==> config.mk <==
export PLATFORM = sky130hd
export DESIGN_NAME = capability_table_checker_core
export DESIGN_NICKNAME = d
export VERILOG_FILES = /design/src/sv/ctc_pkg.sv /design/src/sv/ctc_front.sv /design/src/sv/ctc_queue.sv /design/src/sv/ctc_back.sv /design/src/sv/capability_table_checker_core.sv
export SDC_FILE = /design/constraint.sdc
export NUM_CORES = 2
export LEC_CHECK = 0
export BUFFER_PORTS_ARGS = -buffer_cell sky130_fd_sc_hd__buf_2
export CAP_MARGIN = 20
export CELL_PAD_IN_SITES_DETAIL_PLACEMENT = 1
export CELL_PAD_IN_SITES_GLOBAL_PLACEMENT = 1
export CORE_ASPECT_RATIO = 0.5
export CORE_MARGIN = 2
export CORE_UTILIZATION = 50
export DETAILED_ROUTE_END_ITERATION = 6
export PLACE_DENSITY_LB_ADDON = 0.12
export SYNTH_ARGS = -nofsm -noshare
export SYNTH_HDL_FRONTEND = slang
export SYNTH_SLANG_ARGS = --single-unit
==> constraint.sdc <==
create_clock -name aclk -period 36.1 [get_ports aclk]
set_input_delay 1.805 -clock aclk [delete_from_list [all_inputs] [get_ports aclk]]
set_output_delay 1.805 -clock aclk [all_outputs]
set_load 0.1 [all_outputs]
==> src/sv/ctc_pkg.sv <==
`timescale 1ns / 1ps
`default_nettype none
package ctc_pkg;

    localparam int          SLOTS_DEFAULT = 16;
    localparam int          QUEUE_DEPTH   = 2;
    localparam logic [15:0] TAG_VALUE     = 16'hA6C5;
    localparam logic [31:0] SEED_MIX      = 32'hA6C50001;
    localparam logic [31:0] GOLDEN        = 32'h9E3779B9;
    localparam logic [4:0]  COUNT_MAX     = 5'd31;

    localparam logic [6:0] R_READ    = 7'h01;
    localparam logic [6:0] R_WAIT    = 7'h04;
    localparam logic [6:0] R_PRESENT = 7'h08;
    localparam logic [6:0] R_SEND    = 7'h10;
    localparam logic [6:0] R_RECEIVE = 7'h20;
    localparam logic [6:0] R_CONNECT = 7'h40;

    localparam logic [7:0] TY_CLOCK   = 8'd1;
    localparam logic [7:0] TY_INPUT   = 8'd2;
    localparam logic [7:0] TY_SURFACE = 8'd3;
    localparam logic [7:0] TY_IPC     = 8'd4;
    localparam logic [7:0] TY_STREAM  = 8'd5;
    localparam logic [7:0] TY_RAWNET  = 8'd6;

    typedef enum logic [2:0] {
        OP_INIT    = 3'd0,
        OP_GRANT   = 3'd1,
        OP_RESOLVE = 3'd2,
        OP_FIND    = 3'd3,
        OP_REVOKE  = 3'd4,
        OP_COUNT   = 3'd5
    } op_t;

    typedef enum logic [2:0] {
        ST_IDLE,
        ST_SWEEP,
        ST_SCAN,
        ST_READ,
        ST_CHECK,
        ST_RESP
    } state_t;

    // classified command handed from front to back
    typedef struct packed {
        op_t         op;
        logic        bad;       // unused command code
        logic        p_zero;    // principal is zero
        logic        grant_ok;  // requested rights legal for type
        logic        slot_ok;   // handle tag and slot decode
        logic [7:0]  slot;
        logic [7:0]  cap_type;
        logic [15:0] rights;
        logic [63:0] obj;
        logic [63:0] handle;
    } cmd_t;

    typedef struct packed {
        logic [2:0]  typ;
        logic [6:0]  rgt;
        logic [63:0] obj;
        logic [31:0] gen;
    } entry_t;

    function automatic logic [6:0] rights_for_type(input logic [7:0] t);
        logic [6:0] r;
        case (t)
            TY_CLOCK:   r = R_READ;
            TY_INPUT:   r = R_READ | R_WAIT;
            TY_SURFACE: r = R_PRESENT;
            TY_IPC:     r = R_SEND | R_RECEIVE;
            TY_STREAM:  r = R_CONNECT;
            TY_RAWNET:  r = R_CONNECT;
            default:    r = 7'd0;
        endcase
        return r;
    endfunction

    // n is slot number plus one
    function automatic logic [31:0] seed_gen(input logic [63:0] p, input logic [7:0] n);
        logic [31:0] prod;
        logic [31:0] g;
        prod = 32'(32'(n) * GOLDEN);
        g    = p[31:0] ^ p[63:32] ^ SEED_MIX ^ prod;
        return (g != 32'd0) ? g : {24'd0, n};
    endfunction

endpackage
`default_nettype wire

==> src/sv/ctc_front.sv <==
`timescale 1ns / 1ps
`default_nettype none
module ctc_front #(
    parameter int SLOTS = ctc_pkg::SLOTS_DEFAULT
) (
    input  wire logic           s_tvalid,
    output      logic           s_tready,
    input  wire logic [151:0]   s_tdata,
    input  wire logic [2:0]     s_tuser,
    input  wire logic           p_zero,
    output      logic           push,
    output      ctc_pkg::cmd_t  push_cmd,
    input  wire logic           q_full
);

    logic [7:0]  cap_type;
    logic [15:0] rights;
    logic [63:0] handle;
    logic [6:0]  legal;
    logic [7:0]  e;

    assign cap_type = s_tdata[7:0];
    assign rights   = s_tdata[23:8];
    assign handle   = s_tdata[151:88];
    assign legal    = ctc_pkg::rights_for_type(cap_type);
    assign e        = handle[7:0];

    assign s_tready = !q_full;
    assign push     = s_tvalid && s_tready;

    always_comb begin
        push_cmd.bad      = (s_tuser > 3'(ctc_pkg::OP_COUNT));
        push_cmd.op       = push_cmd.bad ? ctc_pkg::OP_INIT : ctc_pkg::op_t'(s_tuser);
        push_cmd.p_zero   = p_zero;
        push_cmd.grant_ok = (legal != 7'd0) && (rights != 16'd0)
                            && ((rights & ~{9'd0, legal}) == 16'd0);
        push_cmd.slot_ok  = (handle[63:48] == ctc_pkg::TAG_VALUE) && (e != 8'd0)
                            && ({1'b0, e} <= 9'(SLOTS));
        push_cmd.slot     = e - 8'd1;
        push_cmd.cap_type = cap_type;
        push_cmd.rights   = rights;
        push_cmd.obj      = s_tdata[87:24];
        push_cmd.handle   = handle;
    end

endmodule
`default_nettype wire

==> src/sv/ctc_queue.sv <==
`timescale 1ns / 1ps
`default_nettype none
module ctc_queue (
    input  wire logic           aclk,
    input  wire logic           aresetn,
    input  wire logic           push,
    input  wire ctc_pkg::cmd_t  push_cmd,
    output      logic           full,
    input  wire logic           pop,
    output      logic           q_valid,
    output      ctc_pkg::cmd_t  q_cmd
);

    localparam int D  = ctc_pkg::QUEUE_DEPTH;
    localparam int PW = (D > 1) ? $clog2(D) : 1;
    localparam int CW = $clog2(D + 1);

    ctc_pkg::cmd_t   buf_reg [D];
    logic [PW-1:0]   wp_reg, wp_next, rp_reg, rp_next;
    logic [CW-1:0]   cnt_reg, cnt_next;

    assign full    = (cnt_reg == CW'(D));
    assign q_valid = (cnt_reg != '0);
    assign q_cmd   = buf_reg[rp_reg];

    always_comb begin
        wp_next  = wp_reg;
        rp_next  = rp_reg;
        cnt_next = cnt_reg;
        if (push) begin
            wp_next = (wp_reg == PW'(D - 1)) ? '0 : wp_reg + 1'b1;
        end
        if (pop) begin
            rp_next = (rp_reg == PW'(D - 1)) ? '0 : rp_reg + 1'b1;
        end
        if (push && !pop) begin
            cnt_next = cnt_reg + 1'b1;
        end else if (pop && !push) begin
            cnt_next = cnt_reg - 1'b1;
        end
    end

    always_ff @(posedge aclk) begin
        if (!aresetn) begin
            wp_reg  <= '0;
            rp_reg  <= '0;
            cnt_reg <= '0;
        end else begin
            wp_reg  <= wp_next;
            rp_reg  <= rp_next;
            cnt_reg <= cnt_next;
        end
    end

    always_ff @(posedge aclk) begin
        if (push) begin
            buf_reg[wp_reg] <= push_cmd;
        end
    end

endmodule
`default_nettype wire

==> src/sv/ctc_back.sv <==
`timescale 1ns / 1ps
`default_nettype none
module ctc_back #(
    parameter int SLOTS = ctc_pkg::SLOTS_DEFAULT
) (
    input  wire logic           aclk,
    input  wire logic           aresetn,
    input  wire logic [63:0]    principal,
    input  wire logic           q_valid,
    input  wire ctc_pkg::cmd_t  q_cmd,
    output      logic           pop,
    output      logic           m_tvalid,
    input  wire logic           m_tready,
    output      logic [135:0]   m_tdata,
    output      logic           m_tuser
);

    localparam int SW = (SLOTS > 1) ? $clog2(SLOTS) : 1;
    localparam int IW = $clog2(SLOTS + 1);

    ctc_pkg::state_t state_reg, state_next;
    ctc_pkg::cmd_t   cur_reg, cur_next;
    logic [IW-1:0]   idx_reg, idx_next;
    logic            chk_reg, chk_next;

    logic            res_ok_reg, res_ok_next;
    logic [63:0]     res_handle_reg, res_handle_next;
    logic [63:0]     res_obj_reg, res_obj_next;
    logic [4:0]      res_cnt_reg, res_cnt_next;

    logic            out_valid_reg, out_valid_next;
    logic            out_ok_reg;
    logic [63:0]     out_handle_reg, out_obj_reg;
    logic [4:0]      out_cnt_reg;
    logic            out_load;

    // table storage; vld marks entries written since reset
    ctc_pkg::entry_t mem [SLOTS];
    logic [SLOTS-1:0] vld_reg;
    logic            wr_en;
    logic [SW-1:0]   wr_addr, rd_addr;
    ctc_pkg::entry_t wr_data, rd_data_reg, eff;
    logic [SW-1:0]   rd_slot_reg;
    logic            rd_vld_reg;
    logic [7:0]      rd_n;
    logic [7:0]      ty;
    logic [15:0]     rg;
    logic            type_hit, rights_hit, scan_end;
    logic [31:0]     gen_inc;

    always_ff @(posedge aclk) begin
        if (wr_en) begin
            mem[wr_addr] <= wr_data;
        end
        rd_data_reg <= mem[rd_addr];
        rd_vld_reg  <= vld_reg[rd_addr];
        rd_slot_reg <= rd_addr;
    end

    always_ff @(posedge aclk) begin
        if (!aresetn) begin
            vld_reg <= '0;
        end else if (wr_en) begin
            vld_reg[wr_addr] <= 1'b1;
        end
    end

    assign rd_n = 8'(rd_slot_reg) + 8'd1;

    always_comb begin
        if (rd_vld_reg) begin
            eff = rd_data_reg;
        end else begin
            eff.typ = 3'd0;
            eff.rgt = 7'd0;
            eff.obj = 64'd0;
            eff.gen = ctc_pkg::seed_gen(64'd0, rd_n);
        end
    end

    assign ty         = cur_reg.cap_type;
    assign rg         = cur_reg.rights;
    assign type_hit   = ({5'd0, eff.typ} == ty);
    assign rights_hit = (({9'd0, eff.rgt} & rg) == rg);
    assign scan_end   = !chk_reg && (idx_reg == IW'(SLOTS));
    assign gen_inc    = (eff.gen == 32'hFFFFFFFF) ? 32'd1 : eff.gen + 32'd1;
    assign out_load   = (state_reg == ctc_pkg::ST_RESP) && (!out_valid_reg || m_tready);

    // next state
    always_comb begin
        state_next = state_reg;
        case (state_reg)
            ctc_pkg::ST_IDLE: begin
                if (q_valid) begin
                    state_next = ctc_pkg::ST_RESP;
                    if (!q_cmd.bad) begin
                        case (q_cmd.op)
                            ctc_pkg::OP_INIT:    state_next = ctc_pkg::ST_SWEEP;
                            ctc_pkg::OP_GRANT:   if (!q_cmd.p_zero && q_cmd.grant_ok)
                                                     state_next = ctc_pkg::ST_SCAN;
                            ctc_pkg::OP_FIND:    if (!q_cmd.p_zero)
                                                     state_next = ctc_pkg::ST_SCAN;
                            ctc_pkg::OP_COUNT:   state_next = ctc_pkg::ST_SCAN;
                            ctc_pkg::OP_RESOLVE: if (!q_cmd.p_zero && q_cmd.slot_ok)
                                                     state_next = ctc_pkg::ST_READ;
                            ctc_pkg::OP_REVOKE:  if (q_cmd.slot_ok)
                                                     state_next = ctc_pkg::ST_READ;
                            default:             state_next = ctc_pkg::ST_RESP;
                        endcase
                    end
                end
            end
            ctc_pkg::ST_SWEEP: begin
                if (idx_reg == IW'(SLOTS - 1)) state_next = ctc_pkg::ST_RESP;
            end
            ctc_pkg::ST_SCAN: begin
                if (scan_end) begin
                    state_next = ctc_pkg::ST_RESP;
                end else if (chk_reg) begin
                    if (cur_reg.op == ctc_pkg::OP_GRANT && eff.typ == 3'd0)
                        state_next = ctc_pkg::ST_RESP;
                    if (cur_reg.op == ctc_pkg::OP_FIND && type_hit && rights_hit)
                        state_next = ctc_pkg::ST_RESP;
                end
            end
            ctc_pkg::ST_READ:  state_next = ctc_pkg::ST_CHECK;
            ctc_pkg::ST_CHECK: state_next = ctc_pkg::ST_RESP;
            ctc_pkg::ST_RESP: begin
                if (out_load) state_next = ctc_pkg::ST_IDLE;
            end
            default: state_next = ctc_pkg::ST_IDLE;
        endcase
    end

    // datapath and outputs
    always_comb begin
        pop             = 1'b0;
        cur_next        = cur_reg;
        idx_next        = idx_reg;
        chk_next        = 1'b0;
        res_ok_next     = res_ok_reg;
        res_handle_next = res_handle_reg;
        res_obj_next    = res_obj_reg;
        res_cnt_next    = res_cnt_reg;
        wr_en           = 1'b0;
        wr_addr         = rd_slot_reg;
        wr_data         = eff;
        rd_addr         = '0;
        out_valid_next  = out_valid_reg;
        if (out_valid_reg && m_tready) out_valid_next = 1'b0;
        case (state_reg)
            ctc_pkg::ST_IDLE: begin
                pop             = q_valid;
                cur_next        = q_cmd;
                idx_next        = '0;
                res_ok_next     = 1'b0;
                res_handle_next = 64'd0;
                res_obj_next    = 64'd0;
                res_cnt_next    = 5'd0;
            end
            ctc_pkg::ST_SWEEP: begin
                wr_en       = 1'b1;
                wr_addr     = idx_reg[SW-1:0];
                wr_data.typ = 3'd0;
                wr_data.rgt = 7'd0;
                wr_data.obj = 64'd0;
                wr_data.gen = ctc_pkg::seed_gen(principal, 8'(idx_reg) + 8'd1);
                idx_next    = idx_reg + 1'b1;
                res_ok_next = (principal != 64'd0);
            end
            ctc_pkg::ST_SCAN: begin
                // issue one read a cycle, judge the entry read the cycle before
                if (idx_reg < IW'(SLOTS)) begin
                    rd_addr  = idx_reg[SW-1:0];
                    idx_next = idx_reg + 1'b1;
                    chk_next = 1'b1;
                end
                if (scan_end) begin
                    res_ok_next = (cur_reg.op == ctc_pkg::OP_COUNT);
                end else if (chk_reg) begin
                    case (cur_reg.op)
                        ctc_pkg::OP_GRANT: begin
                            if (eff.typ == 3'd0) begin
                                wr_en           = 1'b1;
                                wr_data.typ     = ty[2:0];
                                wr_data.rgt     = rg[6:0];
                                wr_data.obj     = cur_reg.obj;
                                wr_data.gen     = eff.gen;
                                res_ok_next     = 1'b1;
                                res_handle_next = {ctc_pkg::TAG_VALUE, eff.gen,
                                                   5'd0, ty[2:0], rd_n};
                            end
                        end
                        ctc_pkg::OP_FIND: begin
                            if (type_hit && rights_hit) begin
                                res_ok_next     = 1'b1;
                                res_handle_next = {ctc_pkg::TAG_VALUE, eff.gen,
                                                   5'd0, eff.typ, rd_n};
                            end
                        end
                        ctc_pkg::OP_COUNT: begin
                            if (type_hit && res_cnt_reg != ctc_pkg::COUNT_MAX)
                                res_cnt_next = res_cnt_reg + 5'd1;
                        end
                        default: begin
                        end
                    endcase
                end
            end
            ctc_pkg::ST_READ: begin
                rd_addr = cur_reg.slot[SW-1:0];
            end
            ctc_pkg::ST_CHECK: begin
                if (cur_reg.op == ctc_pkg::OP_RESOLVE) begin
                    if (type_hit && cur_reg.handle[15:8] == ty
                            && eff.gen == cur_reg.handle[47:16] && rights_hit) begin
                        res_ok_next  = 1'b1;
                        res_obj_next = eff.obj;
                    end
                end else begin
                    if (eff.gen == cur_reg.handle[47:16] && eff.typ != 3'd0
                            && cur_reg.handle[15:8] == {5'd0, eff.typ}) begin
                        wr_en       = 1'b1;
                        wr_data.typ = 3'd0;
                        wr_data.rgt = 7'd0;
                        wr_data.obj = 64'd0;
                        wr_data.gen = gen_inc;
                        res_ok_next = 1'b1;
                    end
                end
            end
            ctc_pkg::ST_RESP: begin
                if (out_load) out_valid_next = 1'b1;
            end
            default: begin
            end
        endcase
    end

    always_ff @(posedge aclk) begin
        if (!aresetn) begin
            state_reg     <= ctc_pkg::ST_IDLE;
            idx_reg       <= '0;
            chk_reg       <= 1'b0;
            out_valid_reg <= 1'b0;
        end else begin
            state_reg     <= state_next;
            idx_reg       <= idx_next;
            chk_reg       <= chk_next;
            out_valid_reg <= out_valid_next;
        end
    end

    always_ff @(posedge aclk) begin
        cur_reg        <= cur_next;
        res_ok_reg     <= res_ok_next;
        res_handle_reg <= res_handle_next;
        res_obj_reg    <= res_obj_next;
        res_cnt_reg    <= res_cnt_next;
        if (out_load) begin
            out_ok_reg     <= res_ok_reg;
            out_handle_reg <= res_handle_reg;
            out_obj_reg    <= res_obj_reg;
            out_cnt_reg    <= res_cnt_reg;
        end
    end

    assign m_tvalid = out_valid_reg;
    assign m_tuser  = out_ok_reg;
    assign m_tdata  = {3'd0, out_cnt_reg, out_obj_reg, out_handle_reg};

endmodule
`default_nettype wire

==> src/sv/capability_table_checker_core.sv <==
`timescale 1ns / 1ps
`default_nettype none
// Channel   Dir  Handshake              Payload
// s_        in   s_tvalid / s_tready    tuser cmd; tdata type, rights, object, handle
// m_        out  m_tvalid / m_tready    tuser ok; tdata handle, object, type count
// cfg_      in   cfg_we                 cfg_wdata principal
//
// Init writes every slot in turn; grant, find and count scan the table with one
// table read per cycle through the single read port; resolve/revoke read one slot
// and rejected commands go straight to the response.
// One command is worked at a time; a two-deep command queue keeps accepting until full.
// Reset clears control state and marks all slots unwritten (they read as reset).
// A stalled result holds in the output register while the next command runs.
module capability_table_checker_core #(
    parameter int SLOTS = ctc_pkg::SLOTS_DEFAULT
) (
    input  wire logic           aclk,
    input  wire logic           aresetn,
    input  wire logic           s_tvalid,
    output      logic           s_tready,
    input  wire logic [151:0]   s_tdata,   // cap_type, rights, object_in, handle_in
    input  wire logic [2:0]     s_tuser,   // cmd
    output      logic           m_tvalid,
    input  wire logic           m_tready,
    output      logic [135:0]   m_tdata,   // handle_out, object_out, type_count, pad
    output      logic           m_tuser,   // ok
    input  wire logic           cfg_we,
    input  wire logic [63:0]    cfg_wdata
);

    logic [63:0]    principal_reg;
    logic           push, q_full, q_valid, pop;
    ctc_pkg::cmd_t  push_cmd, q_cmd;

    always_ff @(posedge aclk) begin
        if (!aresetn) begin
            principal_reg <= 64'd0;
        end else if (cfg_we) begin
            principal_reg <= cfg_wdata;
        end
    end

    ctc_front #(.SLOTS(SLOTS)) u_front (
        .s_tvalid (s_tvalid),
        .s_tready (s_tready),
        .s_tdata  (s_tdata),
        .s_tuser  (s_tuser),
        .p_zero   (principal_reg == 64'd0),
        .push     (push),
        .push_cmd (push_cmd),
        .q_full   (q_full)
    );

    ctc_queue u_queue (
        .aclk     (aclk),
        .aresetn  (aresetn),
        .push     (push),
        .push_cmd (push_cmd),
        .full     (q_full),
        .pop      (pop),
        .q_valid  (q_valid),
        .q_cmd    (q_cmd)
    );

    ctc_back #(.SLOTS(SLOTS)) u_back (
        .aclk      (aclk),
        .aresetn   (aresetn),
        .principal (principal_reg),
        .q_valid   (q_valid),
        .q_cmd     (q_cmd),
        .pop       (pop),
        .m_tvalid  (m_tvalid),
        .m_tready  (m_tready),
        .m_tdata   (m_tdata),
        .m_tuser   (m_tuser)
    );

endmodule
`default_nettype wire
# Yosys cells after proc, flatten, opt, wreduce, memory -nomap -nowiden
# Memories as Yosys holds them, arrays and structs flattened. A register that Yosys moved wholly into a read port is not among the register bits.
# Index checks and enable logic that the tools add are counted.
# W data, S select, Z words.
[word_totals] out_inout_bits=139 n_memories=2 mem_bits_ro=0 latch_bits=0 register_bits=510 mem_bits_rw=2030
[memory_table] memory="u_back.mem" depth=16 word_bits=106 rd=1 rd_ports_with_merged_regs=1 write_ports=1 line_no="ctc_back.sv:38" text="ctc_pkg::entry_t mem [SLOTS];"
[memory_table] memory="u_queue.buf_reg" depth=2 word_bits=167 rd=1 rd_ports_with_merged_regs=1 write_ports=1 line_no="ctc_queue.sv:18" text="ctc_pkg::cmd_t buf_reg [D];"
[op_classes] reduce_logical=56 eq_ne=51 muxes=81 n_lt_le_gt_ge=6 bitwise_logic=8 addsub=10 div=0 multipliers=2 shift=0
[ops] operator="$mux W106" count=7
[ops] operator="$mux W64" count=6
[ops] operator="$pmux W64 S2" count=3
[ops] operator="$pmux W106 S3" count=1
[ops] operator="$mux W32" count=3
[ops] operator="$logic_not A64 Y1" count=1
[ops] operator="$mul A8 B32 Y32 const B" count=2
[ops] operator="$reduce_bool A32 Y1" count=2
[ops] operator="$reduce_bool A64 Y1" count=1
[ops] operator="$xor A32 B32 Y32" count=2
[ops] operator="$mux W3" count=13
[ops] operator="$pmux W3 S6" count=2
[ops] operator="$pmux W7 S5" count=1
[ops] operator="$add A32 B1 Y32 const B" count=1
[ops] operator="$eq A32 B32 Y1" count=1
[ops] operator="$eq A32 B32 Y1 const B" count=1
[ops] operator="$mux W1" count=28
[ops] operator="$mux W5" count=5
[ops] operator="$eq A8 B3 Y1 const B" count=3
[ops] operator="$logic_and A1 B1 Y1" count=23
[ops] operator="$eq A3 B2 Y1 const B" count=6
[ops] operator="$ne A2 B1 Y1 const B" count=9
[ops] operator="$not A9 Y9" count=2
[ops] operator="$and A16 B16 Y16" count=1
[ops] operator="other kinds (59)" count=90

# Depth between registers and ports, before layout
[logic_depth] word_depth=14 ltp_mapped=27 ltp_nobuf=22

# Modules after synthesis
# Synthesis repeated with hierarchy kept, for this count alone.
[hier_totals] cells_unflattened=8389 area_unflattened_um2=110290.8
[modules_own_cells] mod="ctc_back" area_each_um2=93380.8 cells_per_inst=7410 n_inst=1 seq_area_each_um2=64391.8
[modules_own_cells] mod="ctc_queue" area_each_um2=12812.3 cells_per_inst=542 n_inst=1 seq_area_each_um2=10129.7
[modules_own_cells] mod="capability_table_checker_core" area_each_um2=2567.5 cells_per_inst=227 n_inst=1 seq_area_each_um2=1281.2
[modules_own_cells] mod="ctc_front" area_each_um2=1530.2 cells_per_inst=210 n_inst=1 seq_area_each_um2=0.0

# Worst setup path after synthesis
# OpenSTA, ideal clock, no wires.
[synth_path] kind="register -> register" start="register u_back.rd_slot_reg[0]" end="memory u_back.mem[14][0] in the netlist's numbering (enable)" period_less_slack_ps=11735 stages_incl_launch_ff=24 setup_ps=572 setup_slack_ps=24365 arrival_ps=11163 t_required_ps=35528 path_cell_list="dfxtp_1 buf_1 inv_1 ha_1 inv_1 fa_1 inv_1 fa_1 ha_1 buf_1 nand4_1 or2_2 o22ai_1 nor3_1 o41ai_1 xnor2_1 nand3_1 nor4_1 nand2_1 nor4_1 a211oi_1 clkbuf_1 clkbuf_1 nor2_1"
[synth_between] elab_chain_cells=14 word_cells_on_any_way=15 cone_classes="add/sub (1); mul (1); eq/ne (1); mux (8); bitwise (1); reduce/logical (3)"
[synth_lines] element="from (decl)" line_no="ctc_back.sv:43" text="logic [SW-1:0] rd_slot_reg;"
[synth_lines] element="from (signal assigned)" line_no="ctc_back.sv:57" text="rd_slot_reg <= rd_addr;"
[synth_lines] element="$add A4 B1 Y5 (*)" line_no="ctc_back.sv:68" text="assign rd_n = 8'(rd_slot_reg) + 8'd1;"
[synth_lines] element="named net u_back.rd_n[0]" line_no="ctc_back.sv:45" text="logic [7:0] rd_n;"
[synth_lines] element="$mul A8 B32 Y32" line_no="ctc_pkg.sv:83" text="prod = 32'(32'(n) * GOLDEN);"
[synth_lines] element="$not A9 Y9 (no source line)"
[synth_lines] element="$reduce_bool A32 Y1" line_no="ctc_pkg.sv:85" text="return (g != 32'd0) ? g : {24'd0, n};"
[synth_lines] element="$mux W32 (*)" line_no="ctc_pkg.sv:85"
[synth_lines] element="$mux W106 (*)" line_no="ctc_back.sv:71" text="if (rd_vld_reg) begin"
[synth_lines] element="$eq A32 B32 Y1 (*)" line_no="ctc_back.sv:221" text="if (eff.gen == cur_reg.handle[47:16] && eff.typ != 3'd0"
[synth_lines] element="$logic_and A1 B1 Y1 (*)" line_no="ctc_back.sv:221"
[synth_lines] element="$logic_and A1 B1 Y1 (*)" line_no="ctc_back.sv:222" text="&& cur_reg.handle[15:8] == {5'd0, eff.typ}) begin"
[synth_lines] element="$mux W1 (*)" line_no="ctc_back.sv:221"
[synth_lines] element="$mux W1 (*)" line_no="ctc_back.sv:214" text="if (cur_reg.op == ctc_pkg::OP_RESOLVE) begin"
[synth_lines] element="$pmux W1 S3 (*)" line_no="ctc_back.sv:151" text="case (state_reg)"
[synth_lines] element="$mux W1 (*)" line_no="ctc_back.sv:52" text="if (wr_en) begin"
[synth_lines] element="$mux W1 (not written as such) (*)" line_no="ctc_back.sv:53" text="mem[wr_addr] <= wr_data;"
[synth_lines] element="to (decl)" line_no="ctc_back.sv:38"
# The timed path passes the listed nets; every way through them passes the cells marked *.

# Final worst setup path
[layout_path] start="register u_back.rd_slot_reg[0]" end="memory u_back.mem[13][53] in the netlist's numbering (enable)"
# The elaborated chain is that of the path after synthesis.

==> flow_summary.yaml <==
routing:
  via_per_inst: 6.41
  wl_um: 309000
  drt-pass1-iter-count: 5
  vias: 63800
  drt_iter0_markers: 7094
  drc: 0
  wl_per_cell_um: 31.0
  ant_nets: 0
pwr:
  irDropWorstVdd_mv: 0.0535
  p_total_mw: 8.29
  p_leak_nw: 37.4
  powerDensity_nw_per_um2: 71.5
cts:
  path_clk_slew_ns: 0.07
  ctsRootBufferMaster: "clkbuf_16"
  clock_latency_ns: 0.90
  cts_max_level: 4
  cts_setup_buffers: 0
  ctsHoldBuffers: 0
  clock_path_buffers: 4
  cts_tree: "done"
  numCtsBuffers: 221
  ctsResizeCount: 0
  cts.sinks: 2537
setup_path:
  startpoint_type: "register"
  path_cells: "buf_4, inv_1, ha_1, fa_1, fa_1, ha_1, a21oi_1, o21ai_0, or3_1, nor3_1, o41ai_1, xnor2_1, nand3_1, nor4_1, nand2_1, nor4_1, clkbuf_2, a211oi_4, buf_12, nor2_4, buf_4, buf_4"
  slowest_stage: "nor2_4"
  crit_cells: 22
  crit_type: "reg -> reg"
  path_buf_inv: 6
  r2r-start: "u_back.rd_slot_reg[0]"
  slowest_delay_ns: 0.91
  crit_family: "simple AND/OR/NAND/NOR gates"
  worst_setup_path_end_kind: "register"
  cp-endpoint: "u_back.mem[13][53]"
  ff2ff_setup_slack_ns: 24.86
  rr_endpoint: "u_back.mem[13][53]"
  ff2ff_path_depth: 22
  crit_path_start: "u_back.rd_slot_reg[0]"
  critical_path.max_fanout: 103
  cpMostUsedCell: "buf_4"
  cp.arrival_ns: 11.75
  required_ns: 36.61
global_routing:
  grt_usage_pct: 28.6
  grt_max_degree: 248
  grt_pass1_wl_um: 453000
  grt_antenna_before_repair: 22
  grt_overflow: 0
  grt_pass1_vias: 65800
placed_design:
  io_buffers: 343
  dp_hpwl_um: 182000
  gp_congestion: 0.917
outcome:
  status: "completed"
yosys:
  synth.cell_area_sq_um: 104000
  ys_seq_elements: 2537
  synth_edf_count: 2331
  synth_warnings: 0
  synth-main-ff-cell: "edfxtp_1"
  synth_seq_area_share_pct: 71.3
  synth_cell_types: 88
  synth.avg_cell_area_sq_um: 15.3
  synth_cells: 6802
  async_reset_ff_share_pct: 0
layout:
  final_nets: 7397
  drive_gt1_share_pct: 14.0
  largest_reg_flops: 1696
  synthToLayoutAreaGrowth_pct: 11.6
floorplan:
  core_area_sq_um: 207000
  num_rows: 118
  fp.dieW_um: 649
  dieArea_sq_um: 212000
  ios: 363
  initial_core_util_pct: 50.3
  dieHeight_um: 326
flow_run:
  maxCapViolCount: 0
sta:
  final.setup.tns_ns: 0
  grt_setup_unrepaired: "no"
  skew_ns: 0.109
  max_freq_mhz: 89.0
  drv_slew: 0
  period_share_pct: 31.1
  tightest_slew_ns: 1.20
  min_period_ns: 11.24
  max_slew_margin_pct: 20.2
  hold_viol: 0
  finalSetupViolCount: 0
worst_hold_path:
  worst_hold_path_type: "reg -> reg"
==> cells by family after synthesis <==
group,synth area share [%]
AOI/OAI and AO/OA,12.3
xor gates and xnor gates,1.45
adders and majority gates,2.24
buffers and inverters,2.30
DFF,71.3
muxes,5.35
other,0.00361
and+or+nand+nor,5.08
==> routing by layer <==
| layer | GRT usage [%] | vias to the layer above | part of all wire (%) |
|---|---|---|---|
| li1 | - | 27600 | - |
| met1 | 41.9 | 33500 | 45 |
| met2 | 45.5 | 2304 | 47 |
| met3 | 4.26 | 442 | 6.4 |
| met4 | 6.95 | 10 | 2.4 |
| met5 | 0 | - | 0.020 |
==> how the worst min path moves through the flow <==
stage	from	end	slack [ns]	depth (start not counted)
after floorplan	u_back.res_ok_reg	u_back.m_tuser	0.40	0
after global routing	u_back.res_handle_reg[27]	u_back.out_handle_reg[27]	0.42	0
after detailed placement	u_back.res_handle_reg[9]	u_back.out_handle_reg[9]	0.41	0
after global placement	u_back.res_handle_reg[1]	u_back.out_handle_reg[1]	0.40	0
final	u_back.res_handle_reg[42]	u_back.out_handle_reg[42]	0.42	0
after CTS	u_back.res_handle_reg[27]	u_back.out_handle_reg[27]	0.41	0
==> where the power goes <==
part           leakage, nW  total [mW]  internal (mW)  switching, mW
registers             23.4        4.05           3.83          0.221
clock network         3.56        2.43           1.35           1.08
logic                 10.4        1.81          0.451           1.36
total                 37.4        8.29           5.63           2.66
==> stage by stage <==
step	util [%]	instance area, sq um	instances	setup WS [ns]	hold WS (ns)
4_1_cts	56.0	116000	9948	24.51	0.413
6_report	56.1	116000	9960	24.86	0.421
2_1_floorplan	-	104000	6820	24.37	0.400
3_3_place_gp	52.5	109000	9544	24.65	0.403
5_1_grt	56.1	116000	9957	24.43	0.419
3_5_place_dp	52.5	109000	9545	24.53	0.406
==> layout by cell type, fill, tap and decap left out, types with 38 or more instances in the layout <==
cell type / synthesis / layout
clkbuf_16: 0 / 225
clkbuf_1: 416 / 53
nand2_1: 161 / 160
nor2_1: 165 / 143
fa_1: 50 / 50
dfxtp_1: 206 / 204
o211ai_1: 130 / 130
buf_2: 7 / 342
a21oi_1: 203 / 199
nand4_1: 38 / 38
clkinv_2: 0 / 42
o22ai_1: 116 / 116
and3_1: 87 / 85
mux2_2: 140 / 140
buf_4: 27 / 98
nor2b_1: 192 / 192
nor3_1: 49 / 49
a32o_1: 74 / 74
ha_1: 106 / 106
xnor2_1: 105 / 105
nor4_1: 44 / 42
o221ai_1: 328 / 327
edfxtp_1: 2331 / 2331
xor2_1: 65 / 65
inv_1: 109 / 108
o21ai_0: 423 / 420
a211oi_1: 339 / 338
mux2i_1: 398 / 398
nand3_1: 70 / 70
==> synth_stat cells, types with 9 or more instances <==
master | count | area [sq um]
a21o_1 | 25 | 188
nand4_1 | 38 | 238
buf_1 | 41 | 154
o21a_1 | 17 | 128
xor2_1 | 65 | 569
a21oi_1 | 203 | 1020
clkbuf_1 | 416 | 1560
nor3b_1 | 9 | 67.6
a21boi_0 | 12 | 90.1
mux2i_1 | 398 | 3980
o211ai_1 | 130 | 976
buf_4 | 27 | 203
a22oi_1 | 11 | 82.6
nand2b_1 | 20 | 125
a211oi_1 | 339 | 2540
o21bai_1 | 9 | 67.6
nand3_1 | 70 | 350
o21ai_1 | 9 | 45.0
or2_2 | 9 | 56.3
nor2_1 | 165 | 619
a32o_1 | 74 | 741
mux2_2 | 140 | 1580
o22ai_1 | 116 | 726
or4_1 | 17 | 128
a31oi_1 | 15 | 93.8
nor3_1 | 49 | 245
o221ai_1 | 328 | 2870
nand2_1 | 161 | 604
xnor2_1 | 105 | 920
o31ai_1 | 11 | 82.6
nand3b_1 | 10 | 75.1
edfxtp_1 | 2331 | 70000
and3_1 | 87 | 544
fa_1 | 50 | 1000
inv_1 | 109 | 409
a211o_1 | 11 | 96.3
ha_1 | 106 | 1330
or3_1 | 30 | 188
nor4_1 | 44 | 275
dfxtp_1 | 206 | 4120
nor2b_1 | 192 | 1200
and2_1 | 31 | 194
o21ai_0 | 423 | 2120
==> layout make-up <==
cell class	count	area, sq um
flip-flops and latches	2537	74100
inverters	110	418
diodes	3	7.51
clock buffers	297	6080
fillers	19200	90700
well taps	2760	3450
clock inverters	106	1160
multi-input cells	3680	27800
repair buffers	467	2950
Note: power is estimated with default switching activity, not from simulation.
